File: config.mk
export PLATFORM = sky130hd
export DESIGN_NAME = line_deframer_crc8_check_top
export DESIGN_NICKNAME = d
export VERILOG_FILES = /design/src/hw/rtl/lddc_pkg.sv /design/src/hw/rtl/lddc_crc_unit.sv /design/src/hw/rtl/lddc_line_mem.sv /design/src/hw/rtl/line_deframer_crc8_check_top.sv
export SDC_FILE = /design/constraint.sdc
export NUM_CORES = 1
export LEC_CHECK = 0
export BUFFER_PORTS_ARGS = -buffer_cell sky130_fd_sc_hd__buf_2
export CELL_PAD_IN_SITES_DETAIL_PLACEMENT = 0
export CELL_PAD_IN_SITES_GLOBAL_PLACEMENT = 1
export CORE_ASPECT_RATIO = 0.9
export CORE_MARGIN = 4
export CORE_UTILIZATION = 45
export CTS_CLUSTER_DIAMETER = 120
export DETAILED_ROUTE_END_ITERATION = 12
export GPL_TIMING_DRIVEN = 0
export PLACE_DENSITY_LB_ADDON = 0.1
export SLEW_MARGIN = 20
export SYNTH_ARGS = -nofsm -noshare
export SYNTH_HDL_FRONTEND = slang
export SYNTH_SLANG_ARGS = --single-unit
File: constraint.sdc
create_clock -name clk -period 5.1 [get_ports clk]
set_input_delay 0.765 -clock clk [delete_from_list [all_inputs] [get_ports clk]]
set_output_delay 0.765 -clock clk [all_outputs]
set_load 0.03 [all_outputs]
File: src/hw/rtl/lddc_pkg.sv
// Shared types and constants for the CRC-8 checked line deframer.
// No dependencies; imported by every module of the block.
package lddc_pkg;

  // Field widths fixed by the interface.
  localparam int BYTE_W = 8;
  localparam int PLEN_W = 6;
  localparam int STAT_W = 2;

  // CRC-8, polynomial x^8 + x^2 + x + 1, initial value zero.
  localparam logic [BYTE_W-1:0] CRC_POLY = 8'h07;
  localparam logic [BYTE_W-1:0] CRC_INIT = 8'h00;

  // Characters that steer the framing.
  localparam logic [BYTE_W-1:0] CH_LF   = 8'h0A;
  localparam logic [BYTE_W-1:0] CH_CR   = 8'h0D;
  localparam logic [BYTE_W-1:0] CH_STAR = 8'h2A;
  localparam logic [BYTE_W-1:0] CH_NUL  = 8'h00;

  // Line status codes.
  localparam logic [STAT_W-1:0] LS_PLAIN  = 2'd0;
  localparam logic [STAT_W-1:0] LS_MATCH  = 2'd1;
  localparam logic [STAT_W-1:0] LS_REJECT = 2'd2;

  typedef enum logic [2:0] {
    ST_IDLE,
    ST_CRC,
    ST_READ,
    ST_OUT,
    ST_STAT
  } lddc_state_t;

  // Status of the shared CRC unit as seen by the sequencer.
  typedef struct packed {
    logic busy;
    logic done;
  } crc_stat_t;

endpackage

File: src/hw/rtl/lddc_crc_unit.sv
// Shared CRC-8 unit: folds one byte into a CRC two bits per cycle.
// Depends on lddc_pkg for the polynomial and the status struct.
module lddc_crc_unit (
  input  logic                      clk,
  input  logic                      rst_n,
  input  logic                      start_i,
  input  logic [7:0]                byte_i,
  input  logic [7:0]                crc_i,
  output logic [7:0]                crc_o,
  output lddc_pkg::crc_stat_t       stat_o
);
  import lddc_pkg::*;

  logic [BYTE_W-1:0] c_r;
  logic [1:0]        cnt_r;
  logic              busy_r;

  function automatic logic [BYTE_W-1:0] crc_bit(input logic [BYTE_W-1:0] c);
    crc_bit = c[BYTE_W-1] ? ({c[BYTE_W-2:0], 1'b0} ^ CRC_POLY) : {c[BYTE_W-2:0], 1'b0};
  endfunction

  // Two shift steps of the division per cycle.
  assign crc_o       = crc_bit(crc_bit(c_r));
  assign stat_o.busy = busy_r;
  assign stat_o.done = busy_r && (cnt_r == 2'd3);

  always_ff @(posedge clk) begin
    if (!rst_n) begin
      busy_r <= 1'b0;
      cnt_r  <= 2'd0;
    end else if (start_i) begin
      busy_r <= 1'b1;
      cnt_r  <= 2'd0;
    end else if (busy_r) begin
      cnt_r <= cnt_r + 2'd1;
      if (cnt_r == 2'd3) begin
        busy_r <= 1'b0;
      end
    end
  end

  always_ff @(posedge clk) begin
    if (start_i) begin
      c_r <= crc_i ^ byte_i;
    end else if (busy_r) begin
      c_r <= crc_o;
    end
  end

endmodule

File: src/hw/rtl/lddc_line_mem.sv
// Line store: single write port, one registered read port.
// Depends on lddc_pkg for the byte width.
module lddc_line_mem #(
  parameter int DEPTH = 63,
  parameter int AW    = 6
) (
  input  logic          clk,
  input  logic          wr_en_i,
  input  logic [AW-1:0] wr_addr_i,
  input  logic [7:0]    wr_data_i,
  input  logic [AW-1:0] rd_addr_i,
  output logic [7:0]    rd_data_o
);
  import lddc_pkg::*;

  logic [BYTE_W-1:0] mem [DEPTH];
  logic [BYTE_W-1:0] rd_data_r;

  always_ff @(posedge clk) begin
    if (wr_en_i) begin
      mem[wr_addr_i] <= wr_data_i;
    end
    rd_data_r <= mem[rd_addr_i];
  end

  assign rd_data_o = rd_data_r;

endmodule

File: src/hw/rtl/line_deframer_crc8_check_top.sv
// CRC-8 checked text line receiver, top level with the line sequencer.
// Depends on lddc_pkg, lddc_crc_unit and lddc_line_mem.
//
// Usage: received bytes enter on the in_ channel, one per transfer. Bytes are
// kept in the line store until a line feed; carriage returns are discarded,
// and bytes that arrive while the store is full are dropped. A zero byte ends
// the usable text. The last '*' splits payload from a hex checksum, which is
// checked against the CRC-8 (polynomial 0x07, initial value zero) of the
// payload.
// A stored text byte is taken in the idle state, after which the block waits
// in the CRC state while the shared CRC unit folds it in two bits per cycle.
// Carriage returns, dropped bytes and bytes after a zero byte skip that wait.
// On a line feed the block emits the payload bytes on the out_ channel,
// then one status transfer with out_is_status and out_last high. A rejected
// line gives only the status transfer. Each payload transfer passes a memory
// read state and then a presentation state that holds through any stall, and
// the status transfer holds likewise; after it the next byte is taken.
// While the block emits or computes, in_ready is low. When the receiver
// stalls, the current result holds on the out_ ports until it is taken.
// Reset clears the sequencer and all line state; the store contents are left
// as they are, since only written entries are ever read back.
module line_deframer_crc8_check_top #(
  parameter int LINE_BYTES = 64
) (
  input  logic       clk,
  input  logic       rst_n,
  input  logic       in_valid,
  output logic       in_ready,
  input  logic [7:0] in_rx_byte,
  output logic       out_valid,
  input  logic       out_ready,
  output logic [7:0] out_data_byte,
  output logic       out_is_status,
  output logic [1:0] out_line_status,
  output logic [5:0] out_payload_length,
  output logic       out_last
);
  import lddc_pkg::*;

  // Counter width: the count can reach the store depth of LINE_BYTES-1.
  localparam int CW    = $clog2(LINE_BYTES);
  localparam int DEPTH = LINE_BYTES - 1;

  lddc_state_t       state_r, state_nxt;
  logic [CW-1:0]     count_r;
  logic [BYTE_W-1:0] crc_r;
  logic [BYTE_W-1:0] star_crc_r;
  logic              star_seen_r;
  logic [CW-1:0]     star_pos_r;
  logic [BYTE_W-1:0] hex_r;
  logic              hex_stop_r;
  logic              zero_seen_r;
  logic [CW-1:0]     zero_pos_r;
  logic [CW-1:0]     len_r;
  logic [STAT_W-1:0] status_r;
  logic [CW-1:0]     idx_r;

  logic              in_fire, out_fire;
  logic              is_lf, is_cr, full, store_en, crc_start;
  logic [CW-1:0]     line_len;
  logic [STAT_W-1:0] line_status;
  logic [4:0]        digit;
  logic [BYTE_W-1:0] crc_out, rd_data;
  crc_stat_t         crc_st;

  // Hex digit decode; bit 4 flags a non-hex character.
  function automatic logic [4:0] hex_decode(input logic [7:0] b);
    if (b >= 8'h30 && b <= 8'h39) begin
      hex_decode = {1'b0, 4'(b - 8'h30)};
    end else if (b >= 8'h61 && b <= 8'h66) begin
      hex_decode = {1'b0, 4'(b - 8'h57)};
    end else if (b >= 8'h41 && b <= 8'h46) begin
      hex_decode = {1'b0, 4'(b - 8'h37)};
    end else begin
      hex_decode = 5'h10;
    end
  endfunction

  assign in_fire   = in_valid && in_ready;
  assign out_fire  = out_valid && out_ready;
  assign is_lf     = (in_rx_byte == CH_LF);
  assign is_cr     = (in_rx_byte == CH_CR);
  assign full      = (count_r == CW'(DEPTH));
  assign store_en  = in_fire && !is_lf && !is_cr && !full;
  assign crc_start = store_en && !zero_seen_r;
  assign digit     = hex_decode(in_rx_byte);

  // Payload length and verdict as they stand when the line feed arrives.
  assign line_len = star_seen_r ? star_pos_r : (zero_seen_r ? zero_pos_r : count_r);
  assign line_status = !star_seen_r ? LS_PLAIN :
                       (hex_r == star_crc_r) ? LS_MATCH : LS_REJECT;

  lddc_crc_unit u_crc (
    .clk     (clk),
    .rst_n   (rst_n),
    .start_i (crc_start),
    .byte_i  (in_rx_byte),
    .crc_i   (crc_r),
    .crc_o   (crc_out),
    .stat_o  (crc_st)
  );

  lddc_line_mem #(
    .DEPTH (DEPTH),
    .AW    (CW)
  ) u_mem (
    .clk       (clk),
    .wr_en_i   (store_en),
    .wr_addr_i (count_r),
    .wr_data_i (in_rx_byte),
    .rd_addr_i (idx_r),
    .rd_data_o (rd_data)
  );

  always_ff @(posedge clk) begin
    if (!rst_n) begin
      state_r <= ST_IDLE;
    end else begin
      state_r <= state_nxt;
    end
  end

  always_comb begin
    state_nxt          = state_r;
    in_ready           = 1'b0;
    out_valid          = 1'b0;
    out_data_byte      = CH_NUL;
    out_is_status      = 1'b0;
    out_last           = 1'b0;
    out_line_status    = status_r;
    out_payload_length = PLEN_W'(len_r);
    unique case (state_r)
      ST_IDLE: begin
        in_ready = 1'b1;
        if (in_valid) begin
          if (is_lf) begin
            if (line_status != LS_REJECT && line_len != '0) begin
              state_nxt = ST_READ;
            end else begin
              state_nxt = ST_STAT;
            end
          end else if (crc_start) begin
            state_nxt = ST_CRC;
          end
        end
      end
      ST_CRC: begin
        if (crc_st.done) begin
          state_nxt = ST_IDLE;
        end
      end
      ST_READ: begin
        state_nxt = ST_OUT;
      end
      ST_OUT: begin
        out_valid     = 1'b1;
        out_data_byte = rd_data;
        if (out_ready) begin
          state_nxt = (idx_r + CW'(1) == len_r) ? ST_STAT : ST_READ;
        end
      end
      ST_STAT: begin
        out_valid     = 1'b1;
        out_is_status = 1'b1;
        out_last      = 1'b1;
        if (out_ready) begin
          state_nxt = ST_IDLE;
        end
      end
      default: begin
        state_nxt = ST_IDLE;
      end
    endcase
  end

  // Line state: updated as bytes are stored, cleared by every line feed.
  always_ff @(posedge clk) begin
    if (!rst_n) begin
      count_r     <= '0;
      crc_r       <= CRC_INIT;
      star_crc_r  <= CRC_INIT;
      star_seen_r <= 1'b0;
      star_pos_r  <= '0;
      hex_r       <= '0;
      hex_stop_r  <= 1'b0;
      zero_seen_r <= 1'b0;
      zero_pos_r  <= '0;
    end else if (in_fire && is_lf) begin
      count_r     <= '0;
      crc_r       <= CRC_INIT;
      star_crc_r  <= CRC_INIT;
      star_seen_r <= 1'b0;
      star_pos_r  <= '0;
      hex_r       <= '0;
      hex_stop_r  <= 1'b0;
      zero_seen_r <= 1'b0;
      zero_pos_r  <= '0;
    end else begin
      if (store_en) begin
        count_r <= count_r + CW'(1);
      end
      if (crc_start) begin
        if (in_rx_byte == CH_NUL) begin
          zero_seen_r <= 1'b1;
          zero_pos_r  <= count_r;
          hex_stop_r  <= 1'b1;
        end else if (in_rx_byte == CH_STAR) begin
          star_seen_r <= 1'b1;
          star_pos_r  <= count_r;
          star_crc_r  <= crc_r;
          hex_r       <= '0;
          hex_stop_r  <= 1'b0;
        end else if (star_seen_r && !hex_stop_r) begin
          if (digit[4]) begin
            hex_stop_r <= 1'b1;
          end else begin
            hex_r <= {hex_r[3:0], digit[3:0]};
          end
        end
      end
      if (state_r == ST_CRC && crc_st.done) begin
        crc_r <= crc_out;
      end
    end
  end

  // Emission bookkeeping: the verdict is latched at the line feed.
  always_ff @(posedge clk) begin
    if (!rst_n) begin
      idx_r    <= '0;
      len_r    <= '0;
      status_r <= LS_PLAIN;
    end else if (in_fire && is_lf) begin
      idx_r    <= '0;
      len_r    <= line_len;
      status_r <= line_status;
    end else if (state_r == ST_OUT && out_fire) begin
      idx_r <= idx_r + CW'(1);
    end
  end

  // The sequencer never takes a byte while it is offering a result.
  a_excl_hs: assert property (@(posedge clk) disable iff (!rst_n)
    !(in_ready && out_valid))
    else $error("input and output handshakes active together");

  // Payload reads stay inside the latched payload length.
  a_idx_range: assert property (@(posedge clk) disable iff (!rst_n)
    (state_r == ST_OUT) |-> (idx_r < len_r))
    else $error("payload read beyond line length");

  // The fill count never passes the store depth.
  a_count_cap: assert property (@(posedge clk) disable iff (!rst_n)
    count_r <= CW'(DEPTH))
    else $error("line store count overflow");

  // A rejected line goes straight to its status transfer.
  a_reject_stat: assert property (@(posedge clk) disable iff (!rst_n)
    (in_fire && is_lf && line_status == LS_REJECT) |=> (state_r == ST_STAT))
    else $error("rejected line emitted payload");

  // The CRC unit only runs while the sequencer waits for it.
  a_crc_busy: assert property (@(posedge clk) disable iff (!rst_n)
    crc_st.busy |-> (state_r == ST_CRC))
    else $error("CRC unit running outside its wait state");

endmodule

==> results of run 1 <==
[synthesized netlist by cell type (8+ instances only)]
master	instances
sky130_fd_sc_hd__edfxtp_1	512
sky130_fd_sc_hd__a211oi_1	18
sky130_fd_sc_hd__a21oi_1	34
sky130_fd_sc_hd__mux4_2	128
sky130_fd_sc_hd__buf_2	30
sky130_fd_sc_hd__nor2_1	118
sky130_fd_sc_hd__and2_1	11
sky130_fd_sc_hd__nand3_1	11
sky130_fd_sc_hd__o21ai_0	27
sky130_fd_sc_hd__nor2b_1	11
sky130_fd_sc_hd__mux2_2	8
sky130_fd_sc_hd__xnor2_1	30
sky130_fd_sc_hd__o22ai_1	9
sky130_fd_sc_hd__mux2i_1	70
sky130_fd_sc_hd__a221oi_1	8
sky130_fd_sc_hd__inv_1	9
sky130_fd_sc_hd__clkbuf_1	25
sky130_fd_sc_hd__xor2_1	9
sky130_fd_sc_hd__dfxtp_1	73
sky130_fd_sc_hd__nand2_1	77
sky130_fd_sc_hd__buf_4	11
[worst max-delay path: stages]
cell and delay [ns]:
sky130_fd_sc_hd__buf_4 0.59, sky130_fd_sc_hd__inv_1 0.16, sky130_fd_sc_hd__ha_1 0.26, sky130_fd_sc_hd__mux2i_1 0.29, sky130_fd_sc_hd__o32ai_4 0.16, sky130_fd_sc_hd__nor2_4 0.23
sky130_fd_sc_hd__nand3_1 0.75, sky130_fd_sc_hd__nor2_1 1.01
[sequential cells by signal, summed over array words and instances, names as in the netlist, 2 cells and up]
name	flops
u_crc.c_r	8
u_crc.cnt_r	2
star_crc_r	8
crc_r	8
idx_r	6
star_pos_r	6
state_r	3
count_r	6
out_line_status	2
hex_r	8
zero_pos_r	6
out_payload_length	6
u_mem.mem	504
u_mem.rd_data_o	8
[logic make-up after synthesis]
group,synth area share
AND/OR/NAND/NOR,0.0549
adder cells (fa/ha/maj),0.00372
buffers and inverters,0.0185
AO/OA/AOI/OAI,0.0361
XOR/XNOR,0.0145
multiplexers,0.156
flip-flops,0.716
[power by group]
group          total (uW)  switching, uW  internal [uW]
clock                4250           1840           2420
combinational         318            229           88.6
sequential           5280           20.1           5260
[routing by layer]
metal / share of wire / routed length, um
met5: 0 / 0
met4: 0.022 / 1300
met3: 0.068 / 4000
met2: 0.45 / 26500
met1: 0.46 / 26700
[cell type report]
type                       count  area, sq um
timing repair buffer          32          195
clock buffer                  77         1600
multi-input combinational    654         6240
clock inverter                34          309
fill                        4232        25200
tap                          688          861
buffer                        77          398
inverter                      10         37.5
sequential                   585        16800
[through the flow]
step / hold slack [ns] / area, sq um / power (uW) / util
floorplan: 0.431 / 23500 / 5540 / -
global placement: 0.438 / 24500 / 5700 / 0.474
detailed placement: 0.445 / 24600 / 5710 / 0.475
CTS: 0.442 / 26500 / 9930 / 0.512
global route: 0.474 / 26500 / 10200 / 0.512
finish: 0.450 / 26500 / 9850 / 0.512
[layout by cell type (no fill, tap or decap), types with 11 or more instances in the layout]
master                      synthesis  final
sky130_fd_sc_hd__edfxtp_1         512    512
sky130_fd_sc_hd__mux4_2           128    128
sky130_fd_sc_hd__nor2_1           118    118
sky130_fd_sc_hd__nand2_1           77     77
sky130_fd_sc_hd__dfxtp_1           73     73
sky130_fd_sc_hd__mux2i_1           70     70
sky130_fd_sc_hd__clkbuf_16          0     60
sky130_fd_sc_hd__buf_2             30     53
sky130_fd_sc_hd__clkbuf_1          25     39
sky130_fd_sc_hd__a21oi_1           34     34
sky130_fd_sc_hd__xnor2_1           30     30
sky130_fd_sc_hd__o21ai_0           27     27
sky130_fd_sc_hd__buf_4             11     19
sky130_fd_sc_hd__a211oi_1          18     18
sky130_fd_sc_hd__clkinv_2           0     18
sky130_fd_sc_hd__nand3_1           11     11
sky130_fd_sc_hd__and2_1            11     11
sky130_fd_sc_hd__nor2b_1           11     11
[path summary, 6_finish.rpt]
kind | depth (start not counted) | slack [ns] | to | startpoint
min | 2 | 0.45 | star_pos_r[1] | star_pos_r[1]
min reg2reg | 2 | 0.45 | star_pos_r[1] | star_pos_r[1]
max reg2reg | 6 | 1.64 | u_mem.mem[20][1] | state_r[0]
max | 8 | 1.09 | u_mem.mem[20][1] | in_rx_byte[0]
==> run summary, run 1 <==
STATUS
---------------------------------------------------------------------------------
Run status ......................................................... finished clean

STA
---------------------------------------------------------------------------------
Worst setup slack after layout .....................................      1.09 ns
Total count of max-transition violations in the final report .......            0
Minimum clock period after layout ..................................      4.01 ns
Crit share post-route ..............................................        0.787
Setup-violating endpoint count in the final report .................            0
Post-Route Skew ....................................................    0.0241 ns
Unrepaired setup endpoints after global routing ....................        false
Hold violation count in the final report ...........................            0
Sum of negative setup slack ........................................         0 ns
Slew HR ............................................................        0.315
F_max ..............................................................    0.249 GHz
Pin slew with the least headroom to its limit ......................      1.03 ns

ROUTING
---------------------------------------------------------------------------------
Initial DRC count ..................................................        1,145
TritonRoute pass-1 iters ...........................................            5
DRC violation count after routing ..................................            0
Wirelength, routed .................................................    58,500 um
DR vias/cell .......................................................         5.65
Count of vias placed by the detailed router ........................       12,192
Average detailed-routed wire length per instance ...................      27.1 um
Detail Route Antenna Nets ..........................................            0

GLOBAL ROUTING
---------------------------------------------------------------------------------
First-pass GRT wire length .........................................    85,500 um
Pin count of the biggest net entering global routing ...............           70
Global-route track usage on met2 ...................................        0.319
Antenna violations before repair ...................................            0
M1 GR Usage ........................................................        0.314
Number of global-route vias before repair ..........................       12,529
Met3 global-route usage ............................................       0.0428
Tot GR Track Use ...................................................        0.210
Gr ovfl total ......................................................            0
Global routing's busiest layer .....................................         met2

DIE
---------------------------------------------------------------------------------
Effective utilization at floorplan .................................        0.455
Standard cell core area ............................................ 0.0517 sq mm
Std-Cell Rows ......................................................           79
Die Ht .............................................................       225 um
I/O Pins ...........................................................           32
Die area ........................................................... 0.0560 sq mm
Die Width ..........................................................       249 um

FINISH
---------------------------------------------------------------------------------
Number of non-filler instances in the completed layout .............        2,157
Area grow syn2layout ...............................................        12.6%
Ratio of cells with drive above 1 in the final layout ..............        0.223
Ant diodes .........................................................            0
Net count of the finished layout ...................................        1,438

YOSYS
---------------------------------------------------------------------------------
Post-synthesis register bit count ..................................          585
Post-synth cell types ..............................................           61
Fraction of synthesis flops using an asynchronous set or reset pin .            0
Cell count after synthesis .........................................        1,326
Syn_area_per_cell ..................................................   17.7 sq um
Yosys warning total ................................................            0
Sequential area share after synthesis ..............................        0.716
Most used flip-flop cell after synthesis ........................... sky130_fd_sc_hd__edfxtp_1
Synth area leader .................................................. sky130_fd_sc_hd__edfxtp_1
Synth area leaders ................................................. sky130_fd_sc_hd__edfxtp_1 65%, sky130_fd_sc_hd__mux4_2 12%, sky130_fd_sc_hd__dfxtp_1 6.2%
EDFF count, synth ..................................................          512
Cell Area, Synth ................................................... 0.0235 sq mm
Top-area cell type share of the netlist area .......................        0.654
Synthesized netlist net count ......................................        1,345

CRITICAL PATH
---------------------------------------------------------------------------------
Startpoint-to-endpoint class of the critical path ..................    in -> reg
Crit path DAT ......................................................      4.25 ns
Data required time of the worst path ...............................      5.34 ns
Worst setup SP type ................................................ primary input
Critical path peak fanout ..........................................           69
Worst setup EP type ................................................     register

CLOCKING
---------------------------------------------------------------------------------
TritonCTS clock tree ...............................................          yes
# hold bufs at CTS .................................................            0
Number of sinks on the clock net ...................................          585
Clock transition at path regs ......................................      0.06 ns
Cts bufs inserted ..................................................           59
Depth of the CTS H-tree ............................................            2
Library cell used as clock root buffer ............................. sky130_fd_sc_hd__clkbuf_16
Setup repair bufs after CTS ........................................            0
Max Root-Sink Buffers ..............................................            3
Number of gates resized after CTS ..................................            0
Clock Latency Late Sink ............................................      0.63 ns

PWR
---------------------------------------------------------------------------------
Power per cell area ................................................  372 mW/mm^2
P_leak .............................................................   0.00822 uW
Worst vdd ir .......................................................   0.000268 V

PLACEMENT
---------------------------------------------------------------------------------
Port Buffers .......................................................           31
Global placement routability congestion ............................        0.827
Placed wire-length estimate ........................................    37,500 um
Worst setup slack after placement ..................................     0.445 ns
Cell Count Post-Placement ..........................................        2,046

MIN PATH
---------------------------------------------------------------------------------
Min-Delay Path Class ...............................................   reg -> reg

FLOW RUN
---------------------------------------------------------------------------------
Maximum capacitance violations .....................................            0

No activity file was read; power rests on OpenSTA's default activity.
==> run 2, diff against run 1 <==
--- a/config.mk
+++ b/config.mk
@@ -5,6 +5,7 @@
 export SDC_FILE = /design/constraint.sdc
 export NUM_CORES = 1
 export LEC_CHECK = 0
+export ABC_AREA = 1
 export BUFFER_PORTS_ARGS = -buffer_cell sky130_fd_sc_hd__buf_2
 export CELL_PAD_IN_SITES_DETAIL_PLACEMENT = 0
 export CELL_PAD_IN_SITES_GLOBAL_PLACEMENT = 1
==> constraint.sdc (replaced) <==
create_clock -name clk -period 3.4 [get_ports clk]
set_input_delay 0.51 -clock clk [delete_from_list [all_inputs] [get_ports clk]]
set_output_delay 0.51 -clock clk [all_outputs]
set_load 0.03 [all_outputs]
==> run 2 against run 1 <==
Final cell count is 36% higher. Utilization up 1.1 points. Clock skew increased by 0.0048 ns. Sequential power rose by 50%. Synthesized cell count grew 58%. Count of clock-buffer cells in the layout shrank 8. Via count increased by 41%. Clock power up 57%. Critical path depth up 2. Wire length up 33%. Highest routed layer unchanged.
==> run summary, run 2 <==
YOSYS
---------------------------------------------------------------------------------
Most used flip-flop cell after synthesis ........................... sky130_fd_sc_hd__edfxtp_1   unchanged
Fraction of synthesized area in multiplexers .......................     0.000417   was 0.156
XOR/XNOR Fraction of Synth Area ....................................      0.00438   was 0.0145
Synth area leader .................................................. sky130_fd_sc_hd__edfxtp_1   unchanged
Top-area cell type share of the netlist area .......................        0.641   was 0.654
Synthesized netlist net count ......................................        2,109   was 1,345
Commonest cells in the synthesized netlist ......................... 512 x sky130_fd_sc_hd__edfxtp_1, 396 x sky130_fd_sc_hd__nor2_1, 297 x sky130_fd_sc_hd__o21ai_0   was 512 x sky130_fd_sc_hd__edfxtp_1, 128 x sky130_fd_sc_hd__mux4_2, 118 x sky130_fd_sc_hd__nor2_1
Synth area leaders ................................................. sky130_fd_sc_hd__edfxtp_1 64%, sky130_fd_sc_hd__nor2_1 6.2%, sky130_fd_sc_hd__o21ai_0 6.2%   was sky130_fd_sc_hd__edfxtp_1 65%, sky130_fd_sc_hd__mux4_2 12%, sky130_fd_sc_hd__dfxtp_1 6.2%
Cell count after synthesis .........................................        2,090   was 1,326
Synth Area in Adders ...............................................      0.00365   was 0.00372
Most common cell in the synthesized netlist ........................ sky130_fd_sc_hd__edfxtp_1   unchanged
Yosys warning total ................................................            0   unchanged
Post-Synth Simple-Gate Area ........................................        0.130   was 0.0549
Cell Area, Synth ................................................... 0.0240 sq mm   was 0.0235 sq mm
Sequential area share after synthesis ..............................        0.702   was 0.716
Syn_area_per_cell ..................................................   11.5 sq um   was 17.7 sq um
EDFF count, synth ..................................................          512   unchanged
Post-synth cell types ..............................................           36   was 61
Post-synthesis register bit count ..................................          585   unchanged
Fraction of synthesis flops using an asynchronous set or reset pin .            0   unchanged
Post-synthesis compound-gate area fraction .........................        0.122   was 0.0361
Dominant combinational cell family by area after synthesis ......... simple AND/OR/NAND/NOR gates   was multiplexers

STATUS
---------------------------------------------------------------------------------
Run status ......................................................... finished clean   unchanged

PWR
---------------------------------------------------------------------------------
Worst vdd ir .......................................................   0.000443 V   was 0.000268 V
Power per cell area ................................................  552 mW/mm^2   was 372 mW/mm^2
P_leak .............................................................   0.00922 uW   was 0.00822 uW

CLOCKING
---------------------------------------------------------------------------------
Max Root-Sink Buffers ..............................................            3   unchanged
Clock transition at path regs ......................................      0.06 ns   about the same
Number of sinks on the clock net ...................................          585   unchanged
Clock Latency Late Sink ............................................      0.63 ns   about the same
Depth of the CTS H-tree ............................................            2   unchanged
TritonCTS clock tree ...............................................          yes   unchanged
Library cell used as clock root buffer ............................. sky130_fd_sc_hd__clkbuf_16   unchanged
Cts bufs inserted ..................................................           59   unchanged

FINISH
---------------------------------------------------------------------------------
Ant diodes .........................................................            0   unchanged
Commonest non-fill, non-tap cells in the layout .................... 512 x sky130_fd_sc_hd__edfxtp_1, 354 x sky130_fd_sc_hd__nor2_1, 297 x sky130_fd_sc_hd__o21ai_0   was 512 x sky130_fd_sc_hd__edfxtp_1, 128 x sky130_fd_sc_hd__mux4_2, 118 x sky130_fd_sc_hd__nor2_1
Number of flip-flops under the largest register name ...............          504   unchanged
Ratio of cells with drive above 1 in the final layout ..............        0.113   was 0.223
Post-route design area ............................................. 0.0273 sq mm   was 0.0265 sq mm
Register containing the most flip-flops in the final layout ........    u_mem.mem   unchanged
Number of non-filler instances in the completed layout .............        2,929   was 2,157
Most common library cell in the layout ignoring fill and taps ...... sky130_fd_sc_hd__edfxtp_1   unchanged
Net count of the finished layout ...................................        2,210   was 1,438
Area grow syn2layout ...............................................        13.9%   was 12.6%

STA
---------------------------------------------------------------------------------
Minimum clock period after layout ..................................      3.26 ns
Final Hold Slack ...................................................     0.221 ns   was 0.450 ns
Unrepaired setup endpoints after global routing ....................         true   was false
Worst setup slack after layout .....................................     0.142 ns   was 1.09 ns
Total count of max-transition violations in the final report .......            0   unchanged
Sum of negative setup slack ........................................         0 ns   unchanged
F_max ..............................................................    0.307 GHz
Setup-violating endpoint count in the final report .................            0   unchanged
Slew HR ............................................................        0.261   was 0.315
Post-Route Skew ....................................................    0.0289 ns   was 0.0241 ns
Crit share post-route ..............................................        0.958
Pin slew with the least headroom to its limit ......................      1.10 ns   was 1.03 ns
Hold violation count in the final report ...........................            0   unchanged

CRITICAL PATH
---------------------------------------------------------------------------------
Worst setup SP type ................................................ primary input   unchanged
Critical path peak fanout ..........................................           69   unchanged
Worst R2R Path Depth ...............................................            8   was 6
Worst flop-to-flop path startpoint .................................   count_r[1]   was state_r[0]
Startpoint-to-endpoint class of the critical path ..................    in -> reg   unchanged
Worst setup EP type ................................................     register   unchanged
Data required time of the worst path ...............................      3.66 ns   was 5.34 ns
R2r setup slk ......................................................      0.31 ns   was 1.64 ns
Crit path DAT ......................................................      3.52 ns   was 4.25 ns
Capture instance of the worst register-to-register path ............ u_mem.mem[46][1]   was u_mem.mem[20][1]

ROUTING
---------------------------------------------------------------------------------
Wirelength, routed .................................................    77,800 um   was 58,500 um
Initial DRC count ..................................................        2,060   was 1,145
TritonRoute pass-1 iters ...........................................            6   was 5
DRC violation count after routing ..................................            0   unchanged
DR vias/cell .......................................................         5.88   was 5.65
Detail Route Antenna Nets ..........................................            0   unchanged
Count of vias placed by the detailed router ........................       17,222   was 12,192
Average detailed-routed wire length per instance ...................      26.5 um   was 27.1 um

DIE
---------------------------------------------------------------------------------
Die Width ..........................................................       251 um   was 249 um
Die Ht .............................................................       227 um   was 225 um
I/O Pins ...........................................................           32   unchanged
Effective utilization at floorplan .................................        0.459   was 0.455
Die area ........................................................... 0.0571 sq mm   was 0.0560 sq mm
Std-Cell Rows ......................................................           79   unchanged
Standard cell core area ............................................ 0.0522 sq mm   was 0.0517 sq mm

MIN PATH
---------------------------------------------------------------------------------
Origin of the worst min-delay path .................................    out_ready   was star_pos_r[1]
Hold Crit Endpoint .................................................   state_r[2]   was star_pos_r[1]
Min-Delay Path Class ...............................................    in -> reg   was reg -> reg
Number of stages on the worst hold path ............................            4   was 2

GLOBAL ROUTING
---------------------------------------------------------------------------------
Number of global-route vias before repair ..........................       16,441   was 12,529
First-pass GRT wire length .........................................   113,000 um   was 85,500 um
Pin count of the biggest net entering global routing ...............           70   unchanged
Antenna violations before repair ...................................            0   unchanged
Tot GR Track Use ...................................................        0.272   was 0.210
Gr ovfl total ......................................................            0   unchanged

PLACEMENT
---------------------------------------------------------------------------------
Instance area after placement ...................................... 0.0251 sq mm   was 0.0246 sq mm
Cell Count Post-Placement ..........................................        2,814   was 2,046
Worst setup slack after placement ..................................     -1.21 ns   was 0.445 ns
Port Buffers .......................................................           31   unchanged
Global placement routability congestion ............................        0.903   was 0.827
Placed wire-length estimate ........................................    53,100 um   was 37,500 um

FLOW RUN
---------------------------------------------------------------------------------
Maximum capacitance violations .....................................            0   unchanged

## run 2: changes by cell type after synthesis, sizes merged, moves of 41 or more
cell    change
o21ai     +273
nor2      +287
mux4      -128
o221ai     +72
mux2i      -69
inv        +77
nand2     +145
clkbuf     +41
nand3      +96
## run 2: logic make-up after synthesis
family | after synthesis
AO/OA/AOI/OAI | 509
XOR/XNOR | 12
adder cells (fa/ha/maj) | 7
buffers and inverters | 214
flip-flops | 585
multiplexers | 1
AND/OR/NAND/NOR | 762
## run 2: final cells by class
cell class | count | area [sq um]
Buffer | 124 | 559
Tap cell | 688 | 861
Sequential cell | 585 | 16800
Clock inverter | 42 | 433
Timing Repair Buffer | 40 | 309
Multi-Input combinational cell | 1291 | 6450
Inverter | 90 | 338
Clock buffer | 69 | 1540
Fill cell | 4647 | 24900
## run 2: metal layers
layer / routed length [um] / share of wire / up-vias / track usage
met4: 1620 / 0.021 / 0 / 0.0662
met1: 33700 / 0.43 / 8536 / 0.404
li1: - / - / 7728 / -
met2: 34700 / 0.45 / 840 / 0.419
met3: 7700 / 0.099 / 118 / 0.0523
met5: 0 / 0 / - / 0
## run 2: worst max path at each step
stage               cells past startpoint          endpoint     startpoint  slack, ns
floorplan                              11  u_mem.mem[23][0]  in_rx_byte[0]       0.82
global placement                       12  u_mem.mem[23][7]  in_rx_byte[0]      -1.81
detailed placement                     10  u_mem.mem[26][6]  in_rx_byte[0]      -1.21
CTS                                    10  u_mem.mem[51][5]  in_rx_byte[0]      -0.38
global route                           11  u_mem.mem[62][4]  in_rx_byte[1]      -0.05
finish                                 10  u_mem.mem[46][1]  in_rx_byte[0]       0.14
## run 2: what timing repair did
item	CTS	global route
buffers inserted	4	0
resized for setup	39	21
setup endpoints to repair	314	320
pin swaps	0	0
hold buffers	0	0
endpoints found under the hold margin	0	0
## run 2: power breakdown
part / internal (uW) / total [uW] / switching (uW) / leakage (uW)
Combinational: 115 / 482 / 368 / 0.00307
Clock: 3840 / 6670 / 2830 / 0.000948
Sequential: 7880 / 7920 / 33.8 / 0.00521
Total: 11800 / 15100 / 3230 / 0.00922
## run 2: per-stage QoR
step / total power, uW / util
global route: 15500 / 0.523
finish: 15100 / 0.523
detailed placement: 8520 / 0.481
global placement: 8510 / 0.479
CTS: 15100 / 0.522
floorplan: 8270 / -
## run 2: worst max-delay path, stage by stage
cell                      delay [ns]
sky130_fd_sc_hd__buf_6          0.46
sky130_fd_sc_hd__inv_1          0.21
sky130_fd_sc_hd__ha_1           0.24
sky130_fd_sc_hd__nand3_1        0.14
sky130_fd_sc_hd__nor2_2         0.10
sky130_fd_sc_hd__nor2_4         0.14
sky130_fd_sc_hd__nand2_4        0.13
sky130_fd_sc_hd__inv_1          0.15
sky130_fd_sc_hd__nand3_1        0.58
sky130_fd_sc_hd__nor2_1         0.85
==> run 3, diff against run 2 <==
==> constraint.sdc (replaced) <==
create_clock -name clk -period 2.79 [get_ports clk]
set_input_delay 0.4185 -clock clk [delete_from_list [all_inputs] [get_ports clk]]
set_output_delay 0.4185 -clock clk [all_outputs]
set_load 0.03 [all_outputs]
==> run 3 against run 2 <==
Design area is 1.2% higher. Wire length hardly changed. First-iteration DRC count increased by 0.58%. Combinational power up 24%. Sequential share of layout area down 0.71 points. Via count is 0.37% lower. Total power is 22% higher. Clock skew decreased by 0.0026 ns. Critical path type unchanged.
==> run summary, run 3 (synthesis gave the netlist of run 2 again) <==
CLOCKING
----------------------------------------------------------------------------------------
Number of sinks on the clock net ..........................................          585   unchanged
Clock transition at path regs .............................................      0.06 ns   about the same
Cts bufs inserted .........................................................           59   unchanged
# hold bufs at CTS ........................................................            0   unchanged
Depth of the CTS H-tree ...................................................            2   unchanged
TritonCTS clock tree ......................................................          yes   unchanged
Clock Latency Late Sink ...................................................      0.63 ns   about the same
Max Root-Sink Buffers .....................................................            3   unchanged
Library cell used as clock root buffer .................................... sky130_fd_sc_hd__clkbuf_16   unchanged

CRITICAL PATH
----------------------------------------------------------------------------------------
Crit. path cell count .....................................................            9   was 10
Worst R2R Path Depth ......................................................            8   unchanged
Worst flop-to-flop path startpoint ........................................   count_r[0]   was count_r[1]
Worst setup EP type .......................................................     register   unchanged
Startpoint-to-endpoint class of the critical path .........................    in -> reg   unchanged
Critical path peak fanout .................................................           68   was 69
Category of cells accounting for the largest share of critical-path delay . simple AND/OR/NAND/NOR gates   unchanged
Worst setup SP type ....................................................... primary input   unchanged
Slowest stage cell, crit path ............................................. sky130_fd_sc_hd__nor2_2   was sky130_fd_sc_hd__nor2_1
Cell Chain, Critical Path ................................................. buf_4 -> nor2_1 -> nand2_1 -> nor2_1 -> nor2_2 -> nand2_4 -> inv_1 -> nand3_2 -> nor2_2   was buf_6 -> inv_1 -> ha_1 -> nand3_1 -> nor2_2 -> nor2_4 -> nand2_4 -> inv_1 -> nand3_1 -> nor2_1
Crit path DAT .............................................................      3.01 ns   was 3.52 ns
Total buffers and inverters traversed by the critical path ................            2   was 3
R2r setup slk .............................................................      0.06 ns   was 0.31 ns
Largest stage delay on the critical path ..................................      0.60 ns   was 0.85 ns
Data required time of the worst path ......................................      3.05 ns   was 3.66 ns
Capture instance of the worst register-to-register path ................... u_mem.mem[4][1]   was u_mem.mem[46][1]

STA
----------------------------------------------------------------------------------------
Total count of max-transition violations in the final report ..............            0   unchanged
F_max .....................................................................    0.363 GHz
Unrepaired setup endpoints after global routing ...........................         true   unchanged
Slew HR ...................................................................        0.291   was 0.261
Sum of negative setup slack ...............................................         0 ns   unchanged
Final Hold Slack ..........................................................     0.129 ns   was 0.221 ns
Crit share post-route .....................................................        0.987
Hold violation count in the final report ..................................            0   unchanged
Minimum clock period after layout .........................................      2.75 ns
Worst setup slack after layout ............................................    0.0355 ns   was 0.142 ns
Pin slew with the least headroom to its limit .............................      1.06 ns   was 1.10 ns
Post-Route Skew ...........................................................    0.0262 ns   was 0.0289 ns
Setup-violating endpoint count in the final report ........................            0   unchanged

STATUS
----------------------------------------------------------------------------------------
Run status ................................................................ finished clean   unchanged

GLOBAL ROUTING
----------------------------------------------------------------------------------------
Gr ovfl total .............................................................            0   unchanged
Number of global-route vias before repair .................................       16,439   was 16,441
Met3 global-route usage ...................................................       0.0561   was 0.0523
Tot GR Track Use ..........................................................        0.272   about the same
Global routing's busiest layer ............................................         met2   unchanged
M1 GR Usage ...............................................................        0.402   was 0.404
Pin count of the biggest net entering global routing ......................           70   unchanged
First-pass GRT wire length ................................................   113,000 um   about the same
Antenna violations before repair ..........................................            2   was 0
Global-route track usage on met2 ..........................................        0.420   was 0.419

PWR
----------------------------------------------------------------------------------------
Power per cell area .......................................................  664 mW/mm^2   was 552 mW/mm^2
Worst vdd ir ..............................................................   0.000540 V   was 0.000443 V
P_leak ....................................................................   0.00934 uW   was 0.00922 uW

FINISH
----------------------------------------------------------------------------------------
Area grow syn2layout ......................................................        15.3%   was 13.9%
Area occupied by registers ................................................ 0.0168 sq mm   about the same
Net count of the finished layout ..........................................        2,213   was 2,210
Ratio of cells with drive above 1 in the final layout .....................        0.137   was 0.113
Commonest non-fill, non-tap cells in the layout ........................... 512 x sky130_fd_sc_hd__edfxtp_1, 339 x sky130_fd_sc_hd__nor2_1, 297 x sky130_fd_sc_hd__o21ai_0   was 512 x sky130_fd_sc_hd__edfxtp_1, 354 x sky130_fd_sc_hd__nor2_1, 297 x sky130_fd_sc_hd__o21ai_0
Area occupied by multi-input gates ........................................ 0.00666 sq mm   was 0.00645 sq mm
Most common library cell in the layout ignoring fill and taps ............. sky130_fd_sc_hd__edfxtp_1   unchanged
Number of flip-flops under the largest register name ......................          504   unchanged
FILL cells ................................................................        4,628   was 4,647
Register containing the most flip-flops in the final layout ...............    u_mem.mem   unchanged

ROUTING
----------------------------------------------------------------------------------------
DR vias/cell ..............................................................         5.85   was 5.88
Count of vias placed by the detailed router ...............................       17,158   was 17,222
Detail Route Antenna Nets .................................................            0   unchanged
DRC violation count after routing .........................................            0   unchanged
Initial DRC count .........................................................        2,072   was 2,060
Average detailed-routed wire length per instance ..........................      26.5 um   about the same
Wirelength, routed ........................................................    77,800 um   about the same
TritonRoute pass-1 iters ..................................................            7   was 6

PLACEMENT
----------------------------------------------------------------------------------------
Port Buffers ..............................................................           31   unchanged
Global placement routability congestion ...................................        0.903   unchanged
Worst setup slack after placement .........................................     -1.73 ns   was -1.21 ns
Placed wire-length estimate ...............................................    53,100 um   unchanged

MIN PATH
----------------------------------------------------------------------------------------
Number of stages on the worst hold path ...................................            4   unchanged
Min-Delay Path Class ......................................................    in -> reg   unchanged
Origin of the worst min-delay path ........................................    out_ready   unchanged
Hold Crit Endpoint ........................................................   state_r[2]   unchanged

DIE
----------------------------------------------------------------------------------------
I/O Pins ..................................................................           32   unchanged
Die area .................................................................. 0.0571 sq mm   unchanged
Die Ht ....................................................................       227 um   unchanged
Effective utilization at floorplan ........................................        0.459   unchanged
Std-Cell Rows .............................................................           79   unchanged
Standard cell core area ................................................... 0.0522 sq mm   unchanged
Die Width .................................................................       251 um   unchanged

FLOW RUN
----------------------------------------------------------------------------------------
Maximum capacitance violations ............................................            0   unchanged

==> run 3: cell types whose count changed in the layout (fill, tap and decap cells not counted), sizes merged <==
| cell | before | now |
|---|---|---|
| clkbuf | 135 | 133 |
| clkinvlp | 7 | 9 |
| buf | 98 | 103 |
| clkinv | 29 | 27 |
| diode | 0 | 1 |
==> run 3: where the power goes <==
group	leakage, uW	switching [uW]	total [uW]	internal (uW)
logic	0.00318	456	599	143
clock network	0.000948	3440	8110	4680
registers	0.00521	41.5	9650	9610
total	0.00934	3940	18400	14400
==> run 3: worst max-delay path by stage <==
stage / startpoint / to
after floorplan: in_rx_byte[0] / u_mem.mem[23][0]
after global placement: in_rx_byte[0] / u_mem.mem[23][7]
after detailed placement: in_rx_byte[0] / u_mem.mem[26][6]
after CTS: count_r[1] / u_mem.mem[53][6]
after global routing: in_rx_byte[1] / u_mem.mem[62][4]
final: in_rx_byte[5] / u_mem.mem[4][1]
==> run 3: through the flow <==
stage               std cells   util  power (uW)  instance area [sq um]
finish                   2933  0.530       18400                  27600
global route             2932  0.530       18900                  27600
CTS                      2929  0.526       18500                  27400
detailed placement       2814  0.481       10400                  25100
global placement         2809  0.479       10400                  25000
floorplan                2090      -       10100                  24000
==> run 3: worst reg2reg max path, cell delays in order (launching register included) <==
cell and delay, ns:
sky130_fd_sc_hd__dfxtp_1 0.37, sky130_fd_sc_hd__ha_1 0.24, sky130_fd_sc_hd__nand3_1 0.13, sky130_fd_sc_hd__o21ai_0 0.11
sky130_fd_sc_hd__nor2_2 0.13, sky130_fd_sc_hd__nand2_4 0.13, sky130_fd_sc_hd__inv_1 0.19, sky130_fd_sc_hd__nand3_2 0.46
sky130_fd_sc_hd__nor2_2 0.61
==> run 3: area by class of cell <==
class / count / share of cell area
Antenna cell: 1 / 0.0000905
Buffer: 123 / 0.0212
Clock buffer: 69 / 0.0555
Clock inverter: 42 / 0.0157
Inverter: 90 / 0.0125
Multi-Input combinational cell: 1291 / 0.241
Sequential cell: 585 / 0.609
Tap cell: 688 / 0.0311
Timing Repair Buffer: 44 / 0.0137
==> run 3: timing repair <==
item,in CTS,in global routing
pin swaps,2,2
buffers inserted,5,3
endpoints found under the setup margin,511,355
resized for setup,87,69
cloned,0,0
==> run 3: metal layers <==
metal  share of wire  routed length (um)  up-vias
met1            0.43               33600     8457
met5         0.00031                  24        -
met4           0.023                1820        4
met2            0.45               34700      822
li1                -                   -     7745
met3           0.097                7570      130
